**config.mk**
```make
export PLATFORM = sky130hd
export DESIGN_NAME = ppc_ctrl
export DESIGN_NICKNAME = d
export VERILOG_FILES = /design/src/hdl/ppc_pkg.sv /design/src/hdl/ppc_ctrl.sv
export SDC_FILE = /design/constraint.sdc
export NUM_CORES = 1
export LEC_CHECK = 0
export BUFFER_PORTS_ARGS = -buffer_cell sky130_fd_sc_hd__clkbuf_2
export CAP_MARGIN = 20
export CORE_ASPECT_RATIO = 0.6
export CORE_MARGIN = 3
export CORE_UTILIZATION = 49
export DETAILED_ROUTE_END_ITERATION = 7
export GPL_ROUTABILITY_DRIVEN = 1
export PLACE_DENSITY_LB_ADDON = 0.2
export SKIP_LAST_GASP = 1
export SLEW_MARGIN = 25
export SYNTH_ARGS = -nofsm -noshare
export SYNTH_HDL_FRONTEND = slang
export SYNTH_SLANG_ARGS = --single-unit
```
**constraint.sdc**
```tcl
create_clock -name clk -period 1.7 [get_ports clk]
set_input_delay 0.085 -clock clk [delete_from_list [all_inputs] [get_ports clk]]
set_output_delay 0.085 -clock clk [all_outputs]
set_load 0.05 [all_outputs]
```
**src/hdl/ppc_pkg.sv**
```systemverilog
// shared types for the polygon plane clipper
package ppc_pkg;

	typedef enum logic [1:0] {
		OUT_CROSS = 2'd0,
		OUT_VERT  = 2'd1,
		OUT_MARK  = 2'd2
	} out_kind_t;

	localparam int unsigned CFG_NORMAL_X = 0;
	localparam int unsigned CFG_NORMAL_Y = 1;
	localparam int unsigned CFG_NORMAL_Z = 2;
	localparam int unsigned CFG_OFFSET   = 3;

	localparam logic [31:0] NORMAL_Z_RESET = 32'h0001_0000;

	typedef struct packed {
		logic      load_in;
		logic      mul_go;
		logic      mul_lerp;
		logic [1:0] mul_idx;
		logic      acc_add;
		logic      sat;
		logic      store_first;
		logic      div_init;
		logic      div_step;
		logic      edge_close;
		logic      lerp_add;
		logic [1:0] add_idx;
		logic      out_load;
		out_kind_t out_kind;
		logic      update_prev;
	} ppc_cmd_t;

	typedef struct packed {
		logic cur_in;
		logic prev_in;
		logic first_in;
		logic last;
		logic out_free;
	} ppc_status_t;

endpackage

```
**src/hdl/ppc_ctrl.sv**
```systemverilog
// controller state machine sequencing distance, crossing and emit steps
module ppc_ctrl (
	input  logic                 clk,
	input  logic                 arst_n,
	input  logic                 in_valid,
	output logic                 in_stall,
	input  ppc_pkg::ppc_status_t status,
	output ppc_pkg::ppc_cmd_t    cmd
);
	import ppc_pkg::*;

	typedef enum logic [9:0] {
		ST_IDLE  = 10'b00_0000_0001,
		ST_MUL   = 10'b00_0000_0010,
		ST_SAT   = 10'b00_0000_0100,
		ST_CHK1  = 10'b00_0000_1000,
		ST_DIV   = 10'b00_0001_0000,
		ST_LERP  = 10'b00_0010_0000,
		ST_EMITX = 10'b00_0100_0000,
		ST_EMITV = 10'b00_1000_0000,
		ST_CHK2  = 10'b01_0000_0000,
		ST_EMITM = 10'b10_0000_0000
	} state_t;

	localparam logic [4:0] DIV_LAST = 5'd16;
	localparam logic [4:0] MUL_LAST = 5'd3;

	state_t     state_q, state_d;
	logic [4:0] cnt_q, cnt_d;
	logic       closing_q, closing_d;
	logic       start_q, start_d;

	assign in_stall = (state_q != ST_IDLE);

	always_comb begin
		state_d   = state_q;
		cnt_d     = cnt_q;
		closing_d = closing_q;
		start_d   = start_q;
		cmd       = '0;
		cmd.out_kind   = OUT_CROSS;
		cmd.edge_close = closing_q;
		case (state_q)
			ST_IDLE: begin
				if (in_valid) begin
					cmd.load_in = 1'b1;
					cnt_d   = '0;
					state_d = ST_MUL;
				end
			end
			ST_MUL: begin
				cmd.mul_go  = (cnt_q != MUL_LAST);
				cmd.mul_idx = cnt_q[1:0];
				cmd.acc_add = (cnt_q != '0);
				cnt_d = cnt_q + 5'd1;
				if (cnt_q == MUL_LAST)
					state_d = ST_SAT;
			end
			ST_SAT: begin
				cmd.sat         = 1'b1;
				cmd.store_first = start_q;
				state_d = ST_CHK1;
			end
			ST_CHK1: begin
				cmd.edge_close = 1'b0;
				if (!start_q && (status.cur_in != status.prev_in)) begin
					cmd.div_init = 1'b1;
					closing_d = 1'b0;
					cnt_d     = '0;
					state_d   = ST_DIV;
				end else if (status.cur_in)
					state_d = ST_EMITV;
				else
					state_d = ST_CHK2;
			end
			ST_DIV: begin
				cmd.div_step = 1'b1;
				cnt_d = cnt_q + 5'd1;
				if (cnt_q == DIV_LAST) begin
					cnt_d   = '0;
					state_d = ST_LERP;
				end
			end
			ST_LERP: begin
				cmd.mul_go   = (cnt_q != MUL_LAST);
				cmd.mul_lerp = 1'b1;
				cmd.mul_idx  = cnt_q[1:0];
				cmd.lerp_add = (cnt_q != '0);
				cmd.add_idx  = cnt_q[1:0] - 2'd1;
				cnt_d = cnt_q + 5'd1;
				if (cnt_q == MUL_LAST)
					state_d = ST_EMITX;
			end
			ST_EMITX: begin
				if (status.out_free) begin
					cmd.out_load = 1'b1;
					cmd.out_kind = OUT_CROSS;
					if (closing_q)
						state_d = ST_EMITM;
					else if (status.cur_in)
						state_d = ST_EMITV;
					else
						state_d = ST_CHK2;
				end
			end
			ST_EMITV: begin
				if (status.out_free) begin
					cmd.out_load = 1'b1;
					cmd.out_kind = OUT_VERT;
					state_d = ST_CHK2;
				end
			end
			ST_CHK2: begin
				// current vertex becomes the previous one, then the closing edge
				cmd.update_prev = 1'b1;
				cmd.edge_close  = 1'b1;
				start_d = 1'b0;
				if (status.last) begin
					if (status.cur_in != status.first_in) begin
						cmd.div_init = 1'b1;
						closing_d = 1'b1;
						cnt_d     = '0;
						state_d   = ST_DIV;
					end else
						state_d = ST_EMITM;
				end else
					state_d = ST_IDLE;
			end
			ST_EMITM: begin
				if (status.out_free) begin
					cmd.out_load = 1'b1;
					cmd.out_kind = OUT_MARK;
					start_d = 1'b1;
					state_d = ST_IDLE;
				end
			end
			default: state_d = ST_IDLE;
		endcase
	end

	always_ff @(posedge clk or negedge arst_n) begin
		if (!arst_n) begin
			state_q   <= ST_IDLE;
			cnt_q     <= '0;
			closing_q <= 1'b0;
			start_q   <= 1'b1;
		end else begin
			state_q   <= state_d;
			cnt_q     <= cnt_d;
			closing_q <= closing_d;
			start_q   <= start_d;
		end
	end

endmodule

```
==> results of run 1 <==
==> stage by stage <==
stage | cell area (um2) | hold slack, ns
detailed placement | 1897 | 0.04959
global placement | 1897 | 0.03423
floorplan | 1391 | -0.2106
==> cell families after synthesis <==
family | after synthesis
simple gates | 76
buf+inv | 18
xor+xnor | 8
compound gates | 26
mux | 4
flops | 17
fa+ha+maj | 2
==> summary.txt, run 1 <==
Die
  – Cell Rows: 13
  – Chip width: 72.40 um
  – Initial Util: 55.73%
  – Die height: 45.84 um
  – Num ports: 27

Place
  – Gpl congestion: 1.027
  – Dpl cells: 242
  – IO buf count: 26
  – Post-place setup slack: -0.3021 ns
  – Dpl hpwl: 3662 um

Synthesis
  – Post-synth cell types: 47
  – Post-synthesis register bit count: 17
  – Register area share after synthesis: 33.01%
  – Top post-synthesis cells by area: dfrtp_1, nor2_1, o21ai_0
  – Syn Inst Count: 151
  – EDFF count, synth: 0
  – Post-synth top area cell: dfrtp_1
  – Post-synthesis mux area share: 4.633%
  – Count leader, synth: nor2_1
  – Compound-cell area share of the yosys netlist: 12.45%
  – Syn Nets: 161
  – Simple-Gate Fraction of Synth Area: 35.23%
  – Adder-cell share of the synthesized area: 1.931%
  – Syn avg cell area: 8.584 um2
  – Area share of the largest cell type after synthesis: 28.96%
  – Ys flop type: dfrtp_1
  – Syn Std Cell Area: 1296 um2
  – Largest family of logic cells by synthesized area: simple AND/OR/NAND/NOR gates
  – Synth top cells by count: nor2_1, dfrtp_1, o21ai_0, nand2_1
  – Synth warnings: 0
  – Xor/xnor share of the synthesized area: 5.405%
  – Post-synth ARST share: 100.0%

Outcome
  – Failed at: 4_1_cts
  – Tool error: [ERROR DPL-0038] Utilization greater than 100%, impossible to legalize
  – Status: did not finish

Clock tree
  – Max Root-Sink Buffers: 2
  – # clock sinks: 17
  – Hold buffers post-CTS: 1
  – TritonCTS buffer count: 3
  – H-Tree Depth: 1
  – Root buffer cell: clkbuf_8
  – Post-CTS Setup Inserts: 15
  – Post-cts resize count: 85
==> inputs of run 2 (changes only) <==
- CORE_AREA: not set -> 3 3 64 66
- CORE_ASPECT_RATIO: 0.6 -> not set
- CORE_MARGIN: 3 -> not set
- CORE_UTILIZATION: 49 -> not set
- DIE_AREA: not set -> 0 0 67 69
- PLACE_DENSITY_LB_ADDON: 0.2 -> 0.15
- clock period: 1.7 -> 2.21 ns (I/O delays scaled with it)
==> summary.txt, run 2 <==
Critical path
  – Cells on worst reg2reg path: 6
  – Setup crit start: state_q[2]
  – Worst EP arrival: 2.03 ns
  – Setup crit end: cmd[1]
  – Reg2Reg Setup Slack: 0.15 ns
  – Worst Path Max Fanout: 6
  – Worst setup EP type: primary output
  – Crit start category: flip-flop
  – Req. time, crit path: 2.10 ns
  – Critical path class: flip-flop to primary output
  – Worst reg2reg startpoint: state_q[7]
  – R2r endpoint: state_q[9]

Min path
  – Min-Delay Path Class: input port to flip-flop

Cells and area
  – Top reg by flops: state_q
  – Share of layout cells above drive strength 1: 38.86%
  – Biggest regs: state_q: 10 flops, cnt_q: 5 flops
  – Commonest non-fill, non-tap cell in the layout: clkbuf_2
  – Fill count: 369
  – Most frequent cells in the layout: clkbuf_2, nor2_1, buf_4, o21ai_0, nand2_1
  – Synthesis-to-finish area growth: 30.41%
  – Final #Nets: 204
  – ANT cells: 0
  – Register Area: 434.2 um2
  – Fin util: 46.52%
  – Multi-input logic area: 813.3 um2
  – Largest register FFs: 10

Detailed routing
  – Routed WL: 3399 um
  – Detailed Routing Iterations Pass 1: 4
  – Routed Antenna Nets: 0
  – First DRT Iteration DRCs: 76
  – DR WL/cell: 14.10 um
  – DR DRC count: 0
  – Vias: 1,227
  – Vias per cell: 5.091

Power and ir drop
  – Lkg Pwr: 0.8219 nW
  – Final Total Pwr: 1.663 mW
  – Flop pwr share: 27.9%
  – Pwr dens: 984.0 nW/um2
  – Net Sw Power: 0.7689 mW
  – Net Sw Frac: 46.23%
  – Maximum vdd drop: 0.0004591 V
  – Logic pwr share: 57.6%
  – Power share of the clock group: 14.6%
  – Pint: 0.8944 mW

Timing
  – Final setup vio count: 0
  – RSZ-0062 raised after global routing: true
  – Max frequency: 0.4662 GHz
  – Worst slew pin tran: 0.4762 ns
  – Skew final: 0.0006527 ns
  – Final Hold Vio Count: 0
  – Max transition margin: 68.25%
  – Min Clock Period, post-route: 2.145 ns
  – Max Slew Vio Count: 0
  – Crit share post-route: 97.06%

Synthesis
  – Syn avg cell area: 8.584 um2 (unchanged)
  – Post-synth ARST share: 100.0% (unchanged)
  – EDFF count, synth: 0 (unchanged)
  – Post-synth top area cell: dfrtp_1
  – Syn Nets: 161 (unchanged)
  – Ys flop type: dfrtp_1
  – Syn Std Cell Area: 1296 um2 (unchanged)
  – Post-synthesis register bit count: 17 (unchanged)
  – Synth top cells by count: nor2_1, dfrtp_1, o21ai_0, nand2_1
  – Area share of the largest cell type after synthesis: 28.96% (unchanged)
  – Post-synth cell types: 47 (unchanged)
  – Synth warnings: 0 (unchanged)
  – Register area share after synthesis: 33.01% (unchanged)
  – Top post-synthesis cells by area: dfrtp_1, nor2_1, o21ai_0
  – Syn Inst Count: 151 (unchanged)
  – Count leader, synth: nor2_1

Global route
  – Number of global-route vias before repair: 1,209
  – First-pass GRT wire length: 5920 um
  – GRT Resource Usage Total: 16.34%
  – Largest net degree at the start of global routing: 18
  – Congestion Overflow GR: 0
  – Initial antenna violation count: 0

Clock tree
  – # clock sinks: 17 (unchanged)
  – H-Tree Depth: 1 (unchanged)
  – Clock transition at path regs: 0.07 ns
  – Root buffer cell: clkbuf_8
  – Worst skew pair latency: 0.26 ns
  – Max Root-Sink Buffers: 2 (unchanged)
  – TritonCTS buffer count: 3 (unchanged)
  – TritonCTS clock tree: yes

Die
  – Cell Rows: 22 (+9)
  – Chip width: 67 um (-7.5%)
  – Die area: 4623 um2
  – Die height: 69 um (+51%)
  – Num ports: 27 (unchanged)
  – Core area: 3633 um2
  – Initial Util: 35.67% (-20 points)

Place
  – Dpl hpwl: 2601 um (-29%)
  – IO buf count: 26 (unchanged)
  – Gpl congestion: 0.8163 (-21%)

Run
  – Max_cap viols: 0

Outcome
  – Status: finished clean
[run 2: logic make-up after synthesis]
| logic type | count (synthesis) | synth area share (%) |
|---|---|---|
| flops | 17 | 33.01 |
| compound gates | 26 | 12.45 |
| mux | 4 | 4.633 |
| simple gates | 76 | 35.23 |
| buf+inv | 18 | 7.335 |
| xor+xnor | 8 | 5.406 |
| fa+ha+maj | 2 | 1.930 |
[run 2: worst min path at each step]
stage                    from         end  cells after the start
global route         in_valid  state_q[1]                      3
finish              status[4]  state_q[8]                      3
floorplan              arst_n   closing_q                      0
detailed placement     arst_n  state_q[3]                      1
global placement       arst_n  state_q[2]                      1
CTS                 status[4]  state_q[8]                      3
[run 2: per-layer routing]
metal / vias to the layer above / GRT usage, % / routed length, um
met5: - / 0 / 0
met4: 0 / 6.306 / 55
met3: 5 / 2.769 / 113
li1: 609 / - / -
met2: 24 / 24.56 / 1642
met1: 589 / 22.98 / 1586
[run 2: timing repair]
item / 4_1_cts / 5_1_grt
gates cloned: 0 / 0
setup buffers: 2 / 9
pin swaps: 1 / 4
endpoints found under the setup margin: 2 / 13
hold endpoints to repair: 15 / 0
hold buffers: 1 / 0
resized for setup: 2 / 14
[run 2: area by class of cell]
cell class | count | area share (%)
clock buffers | 4 | 2.665
inverters | 9 | 1.999
multi-input cells | 116 | 48.11
flip-flops and latches | 17 | 25.68
well taps | 48 | 3.553
repair buffers | 47 | 17.99
[run 2: critical path, stage by stage, from the launching register on]
cell      delay (ns)
dfrtp_2         0.45
nor3_4          0.33
nand3_2         0.13
or3b_2          0.51
nor3_2          0.14
clkbuf_8        0.21
[run 2: power groups by stage]
stage / clock network, mW / registers, mW / logic, mW
CTS: 0.250 / 0.459 / 0.891
global placement: 0 / 0.463 / 0.879
floorplan: 0 / 0.427 / 0.700
finish: 0.242 / 0.464 / 0.958
detailed placement: 0 / 0.464 / 0.883
global route: 0.261 / 0.474 / 1.05
[run 2: per-stage QoR]
stage	setup TNS, ns	setup WS (ns)	instance area (um2)	std cells	hold WS [ns]
final	0	0.06487	1690	241	0.1794
after global routing	-0.07883	-0.03369	1690	241	0.2121
after CTS	0	0.009400	1593	232	0.1790
after detailed placement	0	0.09640	1514	225	0.08989
after global placement	0	0.1069	1514	225	0.08557
after floorplan	-0.1928	-0.1928	1318	151	-0.1851
No activity file was read; power rests on OpenSTA's default activity.
