--- src/hdl/ppc_pkg.sv ---
// shared types for the polygon plane clipper
package ppc_pkg;

	typedef enum logic [1:0] {
		OUT_CROSS = 2'd0,
		OUT_VERT  = 2'd1,
		OUT_MARK  = 2'd2
	} out_kind_t;

	localparam int unsigned CFG_NORMAL_X = 0;
	localparam int unsigned CFG_NORMAL_Y = 1;
	localparam int unsigned CFG_NORMAL_Z = 2;
	localparam int unsigned CFG_OFFSET   = 3;

	localparam logic [31:0] NORMAL_Z_RESET = 32'h0001_0000;

	typedef struct packed {
		logic      load_in;
		logic      mul_go;
		logic      mul_lerp;
		logic [1:0] mul_idx;
		logic      acc_add;
		logic      sat;
		logic      store_first;
		logic      div_init;
		logic      div_step;
		logic      edge_close;
		logic      lerp_add;
		logic [1:0] add_idx;
		logic      out_load;
		out_kind_t out_kind;
		logic      update_prev;
	} ppc_cmd_t;

	typedef struct packed {
		logic cur_in;
		logic prev_in;
		logic first_in;
		logic last;
		logic out_free;
	} ppc_status_t;

endpackage

--- src/hdl/ppc_datapath.sv ---
// datapath: config registers, shared multiplier, distance, divider, interpolation, output
module ppc_datapath #(
	parameter int unsigned MAX_FACE_VERTICES = 64
) (
	input  logic                clk,
	input  logic                arst_n,
	input  logic                cfg_we,
	input  logic [1:0]          cfg_index,
	input  logic [31:0]         cfg_data,
	input  logic [31:0]         vertex_x,
	input  logic [31:0]         vertex_y,
	input  logic [31:0]         vertex_z,
	input  logic                face_last,
	input  ppc_pkg::ppc_cmd_t   cmd,
	output ppc_pkg::ppc_status_t status,
	output logic                out_valid,
	input  logic                out_stall,
	output logic [31:0]         out_x,
	output logic [31:0]         out_y,
	output logic [31:0]         out_z,
	output logic                vertex_valid,
	output logic                is_crossing,
	output logic                face_end,
	output logic [7:0]          out_count
);
	import ppc_pkg::*;

	localparam logic [7:0] COUNT_MAX = 8'(2 * MAX_FACE_VERTICES);

	logic [31:0] norm_q [3];
	logic [31:0] offset_q;
	logic [31:0] cur_q [3];
	logic        last_q;
	logic [31:0] prev_q [3];
	logic [31:0] first_q [3];
	logic signed [47:0] d_q, prev_d_q, first_d_q;
	logic signed [50:0] acc_q;
	logic signed [65:0] prod_s1;
	logic signed [32:0] opa, opb;
	logic signed [47:0] d_sat;
	logic [31:0] p_c [3];
	logic [31:0] q_c [3];
	logic signed [47:0] dp_c, dq_c;
	logic [47:0] mag_p, mag_q;
	logic [49:0] rem_q;
	logic [48:0] den_q;
	logic [16:0] quo_q;
	logic [31:0] res_q [3];
	logic [7:0]  count_q;
	logic        out_valid_q;
	logic [31:0] ox_q, oy_q, oz_q;
	logic        ovv_q, ocr_q, oend_q;
	logic [7:0]  ocnt_q;

	always_ff @(posedge clk or negedge arst_n) begin
		if (!arst_n) begin
			norm_q[0] <= '0;
			norm_q[1] <= '0;
			norm_q[2] <= NORMAL_Z_RESET;
			offset_q  <= '0;
		end else if (cfg_we) begin
			case (cfg_index)
				2'(CFG_NORMAL_X): norm_q[0] <= cfg_data;
				2'(CFG_NORMAL_Y): norm_q[1] <= cfg_data;
				2'(CFG_NORMAL_Z): norm_q[2] <= cfg_data;
				2'(CFG_OFFSET):   offset_q  <= cfg_data;
				default: ;
			endcase
		end
	end

	// edge endpoints: previous to current, or current back to first
	always_comb begin
		for (int i = 0; i < 3; i++) begin
			p_c[i] = cmd.edge_close ? cur_q[i] : prev_q[i];
			q_c[i] = cmd.edge_close ? first_q[i] : cur_q[i];
		end
		dp_c = cmd.edge_close ? d_q : prev_d_q;
		dq_c = cmd.edge_close ? first_d_q : d_q;
		mag_p = dp_c[47] ? 48'(-dp_c) : 48'(dp_c);
		mag_q = dq_c[47] ? 48'(-dq_c) : 48'(dq_c);
	end

	always_comb begin
		if (cmd.mul_lerp) begin
			opa = $signed({q_c[cmd.mul_idx][31], q_c[cmd.mul_idx]})
			    - $signed({p_c[cmd.mul_idx][31], p_c[cmd.mul_idx]});
			opb = $signed({16'b0, quo_q});
		end else begin
			opa = $signed({norm_q[cmd.mul_idx][31], norm_q[cmd.mul_idx]});
			opb = $signed({cur_q[cmd.mul_idx][31], cur_q[cmd.mul_idx]});
		end
	end

	always_comb begin
		if (!acc_q[50] && (|acc_q[49:47]))
			d_sat = {1'b0, {47{1'b1}}};
		else if (acc_q[50] && !(&acc_q[49:47]))
			d_sat = {1'b1, 47'b0};
		else
			d_sat = acc_q[47:0];
	end

	always_ff @(posedge clk) begin
		if (cmd.load_in) begin
			cur_q[0] <= vertex_x;
			cur_q[1] <= vertex_y;
			cur_q[2] <= vertex_z;
			last_q   <= face_last;
			acc_q    <= $signed({{19{offset_q[31]}}, offset_q});
		end else if (cmd.acc_add) begin
			acc_q <= acc_q + $signed({prod_s1[65], prod_s1[65:16]});
		end
		if (cmd.mul_go)
			prod_s1 <= opa * opb;
		if (cmd.sat)
			d_q <= d_sat;
		if (cmd.store_first) begin
			first_q[0] <= cur_q[0];
			first_q[1] <= cur_q[1];
			first_q[2] <= cur_q[2];
		end
		if (cmd.update_prev) begin
			prev_q[0] <= cur_q[0];
			prev_q[1] <= cur_q[1];
			prev_q[2] <= cur_q[2];
		end
		// restoring division, one quotient bit per cycle
		if (cmd.div_init) begin
			rem_q <= 50'(mag_p);
			den_q <= 49'(mag_p) + 49'(mag_q);
			quo_q <= '0;
		end else if (cmd.div_step) begin
			if (rem_q >= {1'b0, den_q}) begin
				rem_q <= 50'((rem_q - {1'b0, den_q}) << 1);
				quo_q <= {quo_q[15:0], 1'b1};
			end else begin
				rem_q <= 50'(rem_q << 1);
				quo_q <= {quo_q[15:0], 1'b0};
			end
		end
		if (cmd.lerp_add)
			res_q[cmd.add_idx] <= p_c[cmd.add_idx] + prod_s1[47:16];
	end

	always_ff @(posedge clk or negedge arst_n) begin
		if (!arst_n) begin
			prev_d_q  <= '0;
			first_d_q <= '0;
			count_q   <= '0;
		end else begin
			if (cmd.sat && cmd.store_first)
				first_d_q <= d_sat;
			if (cmd.update_prev)
				prev_d_q <= d_q;
			if (cmd.store_first)
				count_q <= '0;
			else if (cmd.out_load) begin
				if (cmd.out_kind == OUT_MARK)
					count_q <= '0;
				else if (count_q < COUNT_MAX)
					count_q <= count_q + 8'd1;
			end
		end
	end

	// output register
	always_ff @(posedge clk or negedge arst_n) begin
		if (!arst_n)
			out_valid_q <= 1'b0;
		else if (cmd.out_load)
			out_valid_q <= 1'b1;
		else if (!out_stall)
			out_valid_q <= 1'b0;
	end

	always_ff @(posedge clk) begin
		if (cmd.out_load) begin
			case (cmd.out_kind)
				OUT_CROSS: begin
					ox_q <= res_q[0]; oy_q <= res_q[1]; oz_q <= res_q[2];
					ovv_q <= 1'b1; ocr_q <= 1'b1; oend_q <= 1'b0; ocnt_q <= '0;
				end
				OUT_VERT: begin
					ox_q <= cur_q[0]; oy_q <= cur_q[1]; oz_q <= cur_q[2];
					ovv_q <= 1'b1; ocr_q <= 1'b0; oend_q <= 1'b0; ocnt_q <= '0;
				end
				default: begin
					ox_q <= '0; oy_q <= '0; oz_q <= '0;
					ovv_q <= 1'b0; ocr_q <= 1'b0; oend_q <= 1'b1; ocnt_q <= count_q;
				end
			endcase
		end
	end

	assign out_valid    = out_valid_q;
	assign out_x        = ox_q;
	assign out_y        = oy_q;
	assign out_z        = oz_q;
	assign vertex_valid = ovv_q;
	assign is_crossing  = ocr_q;
	assign face_end     = oend_q;
	assign out_count    = ocnt_q;

	assign status.cur_in   = !d_q[47];
	assign status.prev_in  = !prev_d_q[47];
	assign status.first_in = !first_d_q[47];
	assign status.last     = last_q;
	assign status.out_free = !out_valid_q || !out_stall;

endmodule

--- config.mk ---
export PLATFORM = sky130hd
export DESIGN_NAME = ppc_datapath
export DESIGN_NICKNAME = d
export VERILOG_FILES = /design/src/hdl/ppc_pkg.sv /design/src/hdl/ppc_datapath.sv
export SDC_FILE = /design/constraint.sdc
export NUM_CORES = 2
export LEC_CHECK = 0
export BUFFER_PORTS_ARGS = -buffer_cell sky130_fd_sc_hd__buf_4
export CAP_MARGIN = 5
export CORE_MARGIN = 10
export CORE_UTILIZATION = 35
export CTS_CLUSTER_SIZE = 25
export DETAILED_ROUTE_END_ITERATION = 10
export GPL_TIMING_DRIVEN = 0
export PLACE_DENSITY = 0.56
export SLEW_MARGIN = 20
export SYNTH_ARGS = -nofsm -noshare
export SYNTH_HDL_FRONTEND = slang
export SYNTH_SLANG_ARGS = --single-unit
export TNS_END_PERCENT = 10
--- constraint.sdc ---
create_clock -name clk -period 16.7 [get_ports clk]
set_input_delay 2.505 -clock clk [delete_from_list [all_inputs] [get_ports clk]]
set_output_delay 2.505 -clock clk [all_outputs]
set_load 0.02 [all_outputs]
Yosys cells after proc, flatten, opt, wreduce, memory -nomap -nowiden:

Memory sizes are Yosys's and may differ from the RTL's.
Index checks and enable logic that the tools add are counted.

* $lt $le $gt $ge: 4
* bitwise operators: 2
* $mul: 1
* reductions and logical operators: 25
* equal/unequal tests: 6
* add/subtract/negate cells: 8
* multiplexer cells: 52

Operators with widths (count)
* $mux 32: 14
* $mux 48: 8
* $bmux 32 s2: 4
* $pmux 32 s2: 3
* $mux 51: 2
* $neg 48->48: 2
* $mul 33x33->66: 1
* $mux 33: 2
* $add 51x50->51: 1
* $ge 50x49->1: 1
* $mux 50: 1
* $add 48x48->49: 1
* $sub 49x49->49: 1
* $sub 32x32->33: 1
* $add 32x32->32: 1
* $mux 8: 4
* $mux 1: 14
* $reduce_and 2->1: 5
* $add 8x1->8 const B: 1
* $lt 8x8->1 const B: 1
* $logic_not 1->1: 7
* $eq 2x2->1 const B: 3
* $ge 3x3->1 const B: 2
* $not 2->3: 2
* 10 further kinds: 16

* memory bits (writable): 384
* bits in registers: 622
* input port bits: 153
* memories kept: 4
* output and inout bits: 113

Memories
* cur_q: words 3, width 32, rd ports 4, clocked after memory_dff 0, wr ports 3, RTL line ppc_datapath.sv:32 `logic [31:0] cur_q [3];`
* first_q: words 3, width 32, rd ports 3, clocked after memory_dff 0, wr ports 3, RTL line ppc_datapath.sv:35 `logic [31:0] first_q [3];`
* prev_q: words 3, width 32, rd ports 3, clocked after memory_dff 0, wr ports 3, RTL line ppc_datapath.sv:34 `logic [31:0] prev_q [3];`
* res_q: words 3, width 32, rd ports 3, clocked after memory_dff 0, wr ports 1, RTL line ppc_datapath.sv:48 `logic [31:0] res_q [3];`

Longest topological paths before layout:

An unclocked memory read counts as a cell.

* depth after elaboration: 8
* mapped depth: 57

Worst setup path after synthesis:

OpenSTA, ideal clock, no wires.

* kind: input-to-reg
* from: in cmd[7] in the netlist's numbering
* to: reg prod_s1[65], data pin
* setup slack: 2.299 ns
* required time: 16.440 ns
* path buffers: 11
* stages on the path: 48
* setup time: 0.260 ns
* data arrival time: 14.141 ns
* cells stage by stage: buf_6 > buf_6 > buf_2 > buf_4 > buf_2 > buf_2 > buf_2 > buf_2 > buf_2 > buf_1 > o211ai_1 > nand2_1 > ha_1 > inv_1 > fa_1 > a21o_1 > a21oi_1 > nor2b_1 > [12 not listed] > fa_1 > fa_1 > fa_1 > inv_1 > fa_1 > inv_1 > ha_1 > a21o_1 > a21o_1 > a21oi_1 > o21ai_0 > nand3_1 > o311ai_0 > o2111ai_1 > a31oi_2 > a21oi_1 > o21bai_2 > xnor2_1

* longest elaborated chain between the ends: 7
* elaborated cells on any way between the ends: 15
* classes of those cells: add/sub: 1; mul: 1; mux: 13

Ends and longest elaborated chain
* from (decl): RTL line ppc_datapath.sv:14 `input ppc_pkg::ppc_cmd_t cmd,`
* $mux 32 (on tied branches): RTL line ppc_datapath.sv:76, ppc_datapath.sv:75
* $bmux 32 s2 (on tied branches): RTL line ppc_datapath.sv:86, ppc_datapath.sv:87
* $mux 32 (on tied branches) (2 in series): RTL line ppc_datapath.sv:86, ppc_datapath.sv:87
* $sub 32x32->33 (*): RTL line ppc_datapath.sv:87 `- $signed({p_c[cmd.mul_idx][31], p_c[cmd.mul_idx]});`
* $mux 33 (*): RTL line ppc_datapath.sv:85 `if (cmd.mul_lerp) begin`
* $mul 33x33->66 (*): RTL line ppc_datapath.sv:115 `prod_s1 <= opa * opb;`
* to (signal assigned): RTL line ppc_datapath.sv:115
* to (decl): RTL line ppc_datapath.sv:38 `logic signed [65:0] prod_s1;`

Every way passes the cells marked *; elsewhere a longest branch is shown, timed or not. The select of a mux whose other input is x is not followed.
A chain may end at the register's enable or synchronous reset.

Worst setup path in the final report:

* from: in cmd[13] in the netlist's numbering
* to: reg prod_s1[65], data pin

* longest elaborated chain between the ends: 7
* elaborated cells on any way between the ends: 15
* classes of those cells: add/sub: 1; mul: 1; mux: 11; bitwise: 1; memory: 1

Ends and longest elaborated chain (RTL line)
* $not 2->3 (not written as such): ppc_datapath.sv:86, ppc_datapath.sv:87, ppc_datapath.sv:90
* $bmux 32 s2 (on tied branches): ppc_datapath.sv:86, ppc_datapath.sv:87
* $mux 32 (on tied branches) (2 in series): ppc_datapath.sv:86, ppc_datapath.sv:87
* $sub 32x32->33: ppc_datapath.sv:87
* $mux 33: ppc_datapath.sv:85
* $mul 33x33->66 (*): ppc_datapath.sv:115

Marked as above.

==> impl_metrics.toml <==
[sta]
finalCritPeriodShare_pct = 98.6
worst_pin_slew_ns = 1.24
slew_violations = 0
hold_viol_final = 0
rsz0062_at_grt = "false"
relSlewSlack_pct = 17.3
fin_skew_ns = 0.0615
max_freq_mhz = 60.7
setup-violations-final = 0
setup_ws_ns = 0.232
min_period_ns = 16.47

[setup_path]
critPathMaxStageDelay_ns = 0.64
worstSetupPathType = "input port to flip-flop"
crit_required_ns = 17.20
critPathMostFrequentCell = "fa_1"
cp-end-kind = "flip-flop"
cp-endpoint = "prod_s1[65]$_DFFE_PP_"
crit_buf_inv = 13
critical-path-top-delay-family = "adder cells"
crit_fanout = 19
worst-endpoint-arrival_ns = 16.97
path_depth = 47
r2r_cells = 43
cp-startpoint = "cmd[13]"
r2r-start = "cur_q[1][0]$_DFFE_PP_"
r2r_end = "prod_s1[65]$_DFFE_PP_"
cp_slowest_cell = "clkdlybuf4s15_2"
regToRegSetupSlack_ns = 3.28
cp-start-kind = "input port"

[global_routing]
grt_antenna_before_repair = 60
grt_overflow = 0
grt_usage_pct = 26.4
grt_max_degree = 110
grt_pass1_vias = 74000
grt_pass1_wl_um = 547000

[clock_network]
cts-root-buf = "clkbuf_16"
postCtsHoldBufs = 0
htree_levels = 3
cts-buffers-inserted = 103
clock-sinks = 990
cts_max_path_buffers = 3
cts_tree = "done"
clk_pin_slew_ns = 0.06
clk_latency_ns = 0.79

[place]
place_congestion = 1.05
place_ws_ns = -3.45
placed_area_um2 = 99700
io_buffers = 258
dpl.hpwl_um = 316000

[die]
coreArea_um2 = 263000
rows = 188
start_util_pct = 35.2
die_w_um = 534
ioPinCount = 266
die_area_um2 = 285000
die_h_um = 534

[logic_synthesis]
syn_inst = 9136
synth_edf_count = 738
yosys.area_share.simple_pct = 11.0
synth_top_family_by_area = "adder cells"
ys.flop_type = "edfxtp_1"
synth.avg_cell_area_um2 = 10.1
synth_warnings = 0
ys_ff_latch = 990
synthAdderAreaFrac_pct = 30.6
ys_async_sr_fraction_pct = 23.5
syn_area_um2 = 92400
synth.distinct_cells = 101
synth_mux_area_share_pct = 7.34
synth_nets = 10900
ys_seq_area_share_pct = 30.7
synth_compound_area_share_pct = 9.98
synth_xor_area_share_pct = 3.12

[finish]
final_area_um2 = 104000
multiInputGateArea_um2 = 58000
nNetsFinal = 11300
syn2layout_area_growth_pct = 12.6
drive_gt1_share_pct = 11.0
regArea_um2 = 28400
fillerInstances = 26100

[drt]
drc = 0
via_count = 71900
dr.pass1.iters = 6
wl_per_cell_um = 29.3
route.final.wire_length_um = 387000
first_iter_violations = 7438
via_per_inst = 5.45
final_antenna_net_count = 0

[worst_hold_path]
worstHoldPathType = "flip-flop to flip-flop"

[status]
outcome = "completed"

[run]
drv_cap = 0
==> stage by stage <==
step | instances | hold WS (ns) | TNS (ns) | util, %
finish | 13200 | 0.503 | 0 | 39.6
global route | 13200 | 0.517 | 0 | 39.6
CTS | 13100 | 0.505 | 0 | 39.5
detailed placement | 13000 | 0.490 | -89.82 | 38.0
global placement | 12900 | 0.483 | -138.93 | 37.6
floorplan | 9136 | 0.462 | 0 | -
==> per-layer routing <==
| metal | vias to the layer above | part of all wire (%) | global-route usage, % |
|---|---|---|---|
| met5 | - | 0.043 | 0 |
| li1 | 31000 | - | - |
| met4 | 22 | 6.1 | 14.7 |
| met3 | 810 | 9.2 | 6.42 |
| met2 | 3443 | 45 | 41.2 |
| met1 | 36600 | 39 | 33.6 |
==> cell families (layout without fill, tap and decap cells) <==
logic type | count (synthesis) | after routing
mux | 641 | 641
buf+inv | 1758 | 2258
fa+ha+maj | 1574 | 1574
xor+xnor | 329 | 329
flops | 990 | 990
simple gates | 2359 | 2359
compound gates | 1485 | 1485
other cells | 0 | 39
==> cell usage in the layout (no fill, tap or decap), drive strengths merged, types with 19 or more instances in the layout <==
cell / netlist / layout
inv: 1321 / 1332
fa: 1148 / 1148
nor2: 987 / 987
nand2: 848 / 848
edfxtp: 738 / 738
a21oi: 539 / 539
clkbuf: 335 / 446
ha: 426 / 426
buf: 102 / 419
mux2i: 350 / 350
o21ai: 292 / 292
mux2: 291 / 291
dfrtp: 232 / 232
xnor2: 210 / 210
a21o: 174 / 174
xor2: 119 / 119
o21a: 110 / 110
nor3: 104 / 104
nand2b: 75 / 75
nand3: 56 / 56
and2: 48 / 48
a31oi: 46 / 46
nand4: 43 / 43
o22ai: 42 / 42
o21bai: 42 / 42
nor2b: 41 / 41
a211oi: 41 / 41
clkinv: 0 / 41
diode: 0 / 39
or3: 25 / 25
nor3b: 25 / 25
o31ai: 25 / 25
nor4: 25 / 25
and3: 24 / 24
o211ai: 21 / 21
dfxtp: 19 / 19
or2: 19 / 19
a22oi: 19 / 19
==> cells in the mapped netlist, types with 38 or more instances <==
library cell,instances,area [µm²]
fa_1,1148,23000
xnor2_1,210,1840
mux2i_1,350,3500
nor2_1,986,3700
inv_1,1320,4950
o21bai_1,41,308
nor2b_1,40,250
a31oi_1,45,282
nand4_1,43,269
mux2_2,290,3270
buf_2,38,190
a21o_1,174,1310
edfxtp_1,738,22200
a21oi_1,538,2690
buf_1,55,206
ha_1,426,5330
dfrtp_1,232,5810
nor3_1,103,515
xor2_1,119,1040
o21a_1,110,826
o21ai_0,282,1410
o22ai_1,42,263
nand3_1,56,280
clkbuf_1,335,1260
and2_1,48,300
nand2b_1,75,469
nand2_1,847,3180
a211oi_1,40,300
==> worst register-to-register path: cells and delay by family (launching register included) <==
| family | cells | cell delay, ns |
|---|---|---|
| compound gates | 12 | 2.88 |
| buf+inv | 8 | 0.91 |
| fa+ha+maj | 11 | 5.46 |
| mux | 1 | 0.48 |
| simple gates | 9 | 2.16 |
| flops | 1 | 0.60 |
| xor+xnor | 2 | 0.66 |
==> how the worst min path moves through the flow <==
stage / depth (start not counted) / to / start / slack [ns]
after floorplan: 1 / rem_q[49]$_SDFFE_PP0P_ / rem_q[49]$_SDFFE_PP0P_ / 0.46
after global placement: 1 / norm_q[33]$_DFFE_PN0P_ / norm_q[33]$_DFFE_PN0P_ / 0.48
final: 2 / out_valid$_DFFE_PN0P_ / out_valid$_DFFE_PN0P_ / 0.50
after global routing: 1 / norm_q[21]$_DFFE_PN0P_ / norm_q[21]$_DFFE_PN0P_ / 0.52
after detailed placement: 1 / first_d_q[10]$_DFFE_PN0P_ / first_d_q[10]$_DFFE_PN0P_ / 0.49
after CTS: 1 / first_d_q[10]$_DFFE_PN0P_ / first_d_q[10]$_DFFE_PN0P_ / 0.50
==> sequential cells by signal, summed over array words and instances (netlist names), 49 cells and up <==
name,count
cur_q,96
first_q,96
norm_q,96
prev_q,96
res_q,96
acc_q,51
prod_s1,50
rem_q,50
den_q,49
==> cell type report <==
cell class	instances	area share [%]
Tap cell	3515	4.23
Antenna cell	39	0.0938
Clock inverter	71	0.815
Multi-Input combinational cell	6388	55.8
Inverter	1321	4.77
Clock buffer	124	2.66
Timing Repair Buffer	319	2.60
Sequential cell	990	27.3
Buffer	423	1.78
==> timing repair <==
action                                  in CTS  in global routing
endpoints found under the hold margin        0                  0
buffers inserted                             5                 11
endpoints found under the setup margin      42                 21
pin swaps                                    3                  5
resized for setup                           84                 79
Power is not shown: default switching activity piles up to over one toggle a cycle in this logic, so the estimate is an artifact.
